## src/design/gfbl_pkg.sv

```systemverilog
// Shared constants, types and datapath command/status structs for the grouped free block list.
`default_nettype none

package gfbl_pkg;

  localparam int unsigned GROUP_SIZE  = 64;
  localparam int unsigned BLOCK_COUNT = 1024;

  localparam int unsigned REC_WORDS   = GROUP_SIZE + 1;
  localparam int unsigned SPILL_DEPTH = BLOCK_COUNT * REC_WORDS;

  localparam int unsigned BLK_W = 10;
  localparam int unsigned CNT_W = $clog2(GROUP_SIZE + 2);
  localparam int unsigned GA_W  = $clog2(GROUP_SIZE);
  localparam int unsigned SA_W  = $clog2(SPILL_DEPTH);

  typedef enum logic [1:0] {
    STATUS_OK    = 2'd0,
    STATUS_EMPTY = 2'd1,
    STATUS_BAD   = 2'd2
  } status_e;

  typedef enum logic [2:0] {
    ST_IDLE,
    ST_DECIDE,
    ST_POP_WAIT,
    ST_SPILL,
    ST_FILL,
    ST_DONE
  } state_e;

  typedef enum logic [2:0] {
    RES_NONE,
    RES_OK,
    RES_EMPTY,
    RES_BAD,
    RES_POP,
    RES_LINK
  } res_sel_e;

  typedef struct packed {
    logic     load_item;
    logic     decide;
    logic     push;
    logic     pop_rd;
    logic     spill_step;
    logic     fill_step;
    logic     idx_clr;
    res_sel_e res_sel;
    logic     out_load;
  } dp_cmd_t;

  typedef struct packed {
    logic act;
    logic bad;
    logic full;
    logic empty;
    logic link_bad;
    logic spill_last;
    logic fill_last;
  } dp_stat_t;

endpackage

`default_nettype wire

```

## src/design/gfbl_ctrl.sv

```systemverilog
// Controller: sequences push, pop, spill and refill, and owns both handshakes.
`default_nettype none

module gfbl_ctrl (
  input  wire logic               clk_i,
  input  wire logic               rst_ni,
  input  wire logic               in_valid_i,
  output logic                    in_ready_o,
  output logic                    out_valid_o,
  input  wire logic               out_ready_i,
  input  wire gfbl_pkg::dp_stat_t stat_i,
  output gfbl_pkg::dp_cmd_t       cmd_o
);

  gfbl_pkg::state_e state_q, state_d;
  logic             out_valid_q, out_valid_d;
  logic             slot_free;

  assign slot_free   = !out_valid_q || out_ready_i;
  assign in_ready_o  = (state_q == gfbl_pkg::ST_IDLE);
  assign out_valid_o = out_valid_q;

  always_ff @(posedge clk_i or negedge rst_ni) begin
    if (!rst_ni) begin
      state_q     <= gfbl_pkg::ST_IDLE;
      out_valid_q <= 1'b0;
    end else begin
      state_q     <= state_d;
      out_valid_q <= out_valid_d;
    end
  end

  always_comb begin
    state_d            = state_q;
    out_valid_d        = out_valid_q && !out_ready_i;
    cmd_o.load_item    = 1'b0;
    cmd_o.decide       = 1'b0;
    cmd_o.push         = 1'b0;
    cmd_o.pop_rd       = 1'b0;
    cmd_o.spill_step   = 1'b0;
    cmd_o.fill_step    = 1'b0;
    cmd_o.idx_clr      = 1'b0;
    cmd_o.res_sel      = gfbl_pkg::RES_NONE;
    cmd_o.out_load     = 1'b0;
    case (state_q)
      gfbl_pkg::ST_IDLE: begin
        if (in_valid_i) begin
          cmd_o.load_item = 1'b1;
          state_d         = gfbl_pkg::ST_DECIDE;
        end
      end
      gfbl_pkg::ST_DECIDE: begin
        cmd_o.decide = 1'b1;
        if (stat_i.act) begin
          if (stat_i.bad) begin
            cmd_o.res_sel = gfbl_pkg::RES_BAD;
            state_d       = gfbl_pkg::ST_DONE;
          end else if (!stat_i.full) begin
            cmd_o.push    = 1'b1;
            cmd_o.res_sel = gfbl_pkg::RES_OK;
            state_d       = gfbl_pkg::ST_DONE;
          end else begin
            cmd_o.idx_clr = 1'b1;
            cmd_o.res_sel = gfbl_pkg::RES_OK;
            state_d       = gfbl_pkg::ST_SPILL;
          end
        end else begin
          if (!stat_i.empty) begin
            cmd_o.pop_rd = 1'b1;
            state_d      = gfbl_pkg::ST_POP_WAIT;
          end else if (stat_i.link_bad) begin
            cmd_o.res_sel = gfbl_pkg::RES_EMPTY;
            state_d       = gfbl_pkg::ST_DONE;
          end else begin
            // Hand out the linked block before the refill overwrites the link.
            cmd_o.idx_clr = 1'b1;
            cmd_o.res_sel = gfbl_pkg::RES_LINK;
            state_d       = gfbl_pkg::ST_FILL;
          end
        end
      end
      gfbl_pkg::ST_POP_WAIT: begin
        cmd_o.res_sel = gfbl_pkg::RES_POP;
        state_d       = gfbl_pkg::ST_DONE;
      end
      gfbl_pkg::ST_SPILL: begin
        cmd_o.spill_step = 1'b1;
        if (stat_i.spill_last) begin
          state_d = gfbl_pkg::ST_DONE;
        end
      end
      gfbl_pkg::ST_FILL: begin
        cmd_o.fill_step = 1'b1;
        if (stat_i.fill_last) begin
          state_d = gfbl_pkg::ST_DONE;
        end
      end
      gfbl_pkg::ST_DONE: begin
        // Hold the result until the output register has room.
        if (slot_free) begin
          cmd_o.out_load = 1'b1;
          out_valid_d    = 1'b1;
          state_d        = gfbl_pkg::ST_IDLE;
        end
      end
      default: begin
        state_d = gfbl_pkg::ST_IDLE;
      end
    endcase
  end

endmodule

`default_nettype wire

```

## config.mk

```make
export PLATFORM = sky130hd
export DESIGN_NAME = gfbl_ctrl
export DESIGN_NICKNAME = d
export VERILOG_FILES = /design/src/design/gfbl_pkg.sv /design/src/design/gfbl_ctrl.sv
export SDC_FILE = /design/constraint.sdc
export NUM_CORES = 1
export LEC_CHECK = 0
export BUFFER_PORTS_ARGS = -buffer_cell sky130_fd_sc_hd__buf_2
export CELL_PAD_IN_SITES_DETAIL_PLACEMENT = 0
export CELL_PAD_IN_SITES_GLOBAL_PLACEMENT = 1
export CORE_MARGIN = 4
export CORE_UTILIZATION = 25
export CTS_CLUSTER_SIZE = 28
export DETAILED_ROUTE_END_ITERATION = 7
export GPL_TIMING_DRIVEN = 0
export HOLD_SLACK_MARGIN = 0.08
export PLACE_DENSITY = 0.82
export SLEW_MARGIN = 30
export SYNTH_ARGS = -nofsm -noshare
export SYNTH_HDL_FRONTEND = slang
export SYNTH_SLANG_ARGS = --single-unit
```

## constraint.sdc

```tcl
create_clock -name clk_i -period 1.2 [get_ports clk_i]
set_input_delay 0.24 -clock clk_i [delete_from_list [all_inputs] [get_ports clk_i]]
set_output_delay 0.24 -clock clk_i [all_outputs]
set_load 0.02 [all_outputs]
```

==> qor_table.md <==
| Result | Value | Unit |
|:---|:---|:---|
| Crit path time final | 1520 | ps |
| Post-synthesis cell area | 403 | um2 |
| Number of standard cells in the final layout excluding fillers | 101 | - |
| Effective utilization at floorplan | 26.7 | % |
| Leak | 0.366 | nW |
| Syn Nets | 58 | - |
| Startpoint class of the critical path | register | - |
| Capture point of the worst path | cmd_o[3] | - |
| Part of the cycle the worst path needs | 127 | % |
| Pin slew with the least headroom to its limit | 291 | ps |
| Routed vias/inst | 4.88 | - |
| Number of port buffers | 23 | - |
| Clock-pin slew on the worst setup and hold paths | 30 | ps |
| Post-Syn Instances | 47 | - |
| Number of buffers created by CTS | 3 | - |
| Required @ worst endpoint | 960 | ps |
| RSZ-0062 raised after global routing | true | - |
| Antenna diodes | 0 | - |
| Number of DRC violations after detailed routing | 0 | - |
| Peak supply drop | 0.907 | mV |
| Largest fanout of any net on the critical path | 6 | - |
| Xor-xnor portion of the synthesized cell area | 0 | % |
| Final Max Tran Viols | 0 | - |
| Endpoint of the most critical register-to-register path | state_q[0] | - |
| Initial DRT Pass Iterations | 2 | - |
| Count of different cell masters after synthesis | 29 | - |
| Hold Path Class | in -> reg | - |
| Number of standard-cell rows in the floorplan | 14 | - |
| Minimum setup slack among reg-to-reg paths | -20 | ps |
| Library cell used as clock root buffer | clkbuf_4 | - |
| Average routed wire per standard cell | 11.9 | um |
| Dominant combinational cell family by area after synthesis | simple AND/OR/NAND/NOR gates | - |
| Total chip power | 1.89 | mW |
| Global route total overflow | 0 | - |
| Maximum number of pins on one net before global-route repair | 11 | - |
| Number of placed instances with taps included | 86 | - |
| Outcome | complete, but fails checks | - |
| Crit path arrival time | 1280 | ps |
| Clock skew | 1.52 | ps |
| Worst Setup Slack, final | -322 | ps |
| Number of H-tree levels | 1 | - |
| Fraction of the mapped netlist area in compound gates | 23.3 | % |
| Fraction of the mapped netlist area in simple logic gates | 42.5 | % |
| HPWL after DPL | 801 | um |
| Most common flop cell mapped by yosys | dfrtp_1 | - |
| Launching instance or port of the critical path | state_q[1] | - |
| Multiplexer area fraction after synthesis | 0 | % |
| Clock latency at the later pin of the worst-skew pair | 230 | ps |
| CTS sink count | 4 | - |
| Worst Reg2Reg Path Length in Cells | 6 | - |
| DRT iter0 DRCs | 2 | - |
| Number of warning messages in the yosys log | 0 | - |
| Failing checks | setup timing | - |
| Worst max-slew margin expressed relative to the limit | 80.6 | % |
| FILL cells | 132 | - |
| Last weighted congestion value of the routability-driven placer | 0.820 | - |
| Die Outline Area | 2320 | um2 |
| Utilization of the core after routing | 55.3 | % |
| Proportion of layout cells with a drive suffix above 1 | 72.9 | % |
| Worst setup slack before clock tree synthesis | -274 | ps |
| EDFF count, synth | 0 | - |
| Count of max-cap constraint violations | 0 | - |
| Wire length of the first global-routing pass | 1.95 | mm |
| Overall die width | 48.1 | um |
| Fmax achieved | 657 | MHz |
| Core area | 1510 | um2 |
| Overall fraction of global-route tracks in use | 12.4 | % |
| Top-level port count | 24 | - |
| Maximum clock insertion buffer count | 2 | - |
| Post-synthesis adder-cell area fraction | 0 | % |
| Antenna violations before repair | 0 | - |
| RR Startpoint | state_q[2] | - |
| CTS tree | built | - |
| Drt total wl | 1.20 | mm |
| Mean post-synth cell area | 8.57 | um2 |
| Kind of end point of the critical path | output pin | - |
| Path type of the worst setup path | reg -> out | - |
| Setup violations, final | 13 | - |
| Async S/R FF share, synth | 100 | % |
| Count of final hold-check violations | 0 | - |
| Vias post-DR | 493 | - |
| Via count of the first global-routing pass | 486 | - |
| Die outline height | 48.1 | um |
| P&R area growth vs syn | 107 | % |
| Fraction of the yosys area taken by sequential cells | 24.8 | % |
| Number of nets in the final layout | 98 | - |
| Final ANT Viol Nets | 0 | - |
| Total power per unit cell area | 2260 | nW/um2 |
| Seq cells post-synth | 4 | - |
| TNS Setup | -3180 | ps |
==> sequential cells by signal, summed over array words and instances (netlist names) <==
signal,count
out_valid_o,1
state_q,3
==> worst max-delay path, cell delays in order, from the launching register on <==
cell and delay, ps:
dfrtp_2 420, buf_6 140, nor2_2 70, nand3_1 120, a21oi_4 180, buf_6 130
==> routing by layer <==
| layer | GRT usage (%) | vias to the layer above | wire length (um) |
|---|---|---|---|
| met5 | 0 | - | 0 |
| met4 | 8.06 | 0 | 0 |
| met3 | 2.21 | 0 | 61 |
| met2 | 21.4 | 13 | 634 |
| met1 | 13.7 | 223 | 506 |
| li1 | - | 257 | - |
==> where the power goes <==
part | total [mW] | internal [mW] | switching, mW
clock network | 0.158 | 0.111 | 0.0465
logic | 1.47 | 0.758 | 0.715
registers | 0.256 | 0.199 | 0.0569
total | 1.89 | 1.07 | 0.819
==> cells in the final DEF, fill, tap and decap left out, drive strengths merged, types with 3 or more instances in the layout <==
cell type  instances
nor4b              3
nor2               5
dfrtp              4
inv                3
a21oi              3
clkbuf             3
nand3              3
buf               37
==> how the worst min path moves through the flow <==
stage	startpoint	end	slack, ps	cells after the start
6_report	stat_i[0]	state_q[0]	260	3
4_1_cts	stat_i[0]	state_q[0]	270	3
3_3_place_gp	rst_ni	out_valid_o	40	1
5_1_grt	stat_i[0]	state_q[0]	290	3
3_5_place_dp	rst_ni	out_valid_o	40	1
2_1_floorplan	rst_ni	out_valid_o	-60	0
==> synth_stat cells (2+ instances only) <==
| cell type | n | area (um2) |
|---|---|---|
| nand2_1 | 2 | 7.51 |
| nor2b_1 | 2 | 12.5 |
| a31oi_1 | 2 | 12.5 |
| nand3_1 | 2 | 10.0 |
| nand2b_1 | 2 | 12.5 |
| buf_4 | 2 | 15.0 |
| nor3_1 | 2 | 10.0 |
| inv_1 | 2 | 7.51 |
| nor2_1 | 5 | 18.8 |
| a21oi_1 | 3 | 15.0 |
| dfrtp_1 | 4 | 100 |
| nor4b_2 | 2 | 30.0 |
==> per-stage QoR <==
| stage | area, um2 | hold WS, ps |
|---|---|---|
| floorplan | 453 | -55.6 |
| global placement | 588 | 42.3 |
| detailed placement | 588 | 44.0 |
| CTS | 763 | 271 |
| global route | 833 | 293 |
| finish | 833 | 264 |
==> cell type report <==
| cell class | instances | area [um2] | area share [%] |
|---|---|---|---|
| plain buffers | 3 | 33.8 | 4.05 |
| inverters | 3 | 18.8 | 2.25 |
| clock buffers | 3 | 22.5 | 2.70 |
| multi-input cells | 37 | 348 | 41.7 |
| repair buffers | 35 | 288 | 34.5 |
| flip-flops and latches | 4 | 103 | 12.3 |
| well taps | 16 | 20.0 | 2.40 |
==> cells by family after synthesis <==
kind of cell,Yosys count
simple gates,25
flops,4
buf+inv,6
compound gates,12
==> timing repair <==
action	4_1_cts	5_1_grt
gates resized for setup	21	16
pin swaps	2	5
endpoints found under the hold margin	4	0
hold buffers	1	0
endpoints found under the setup margin	12	14
setup buffers	9	2
No activity file was read; power rests on OpenSTA's default activity.
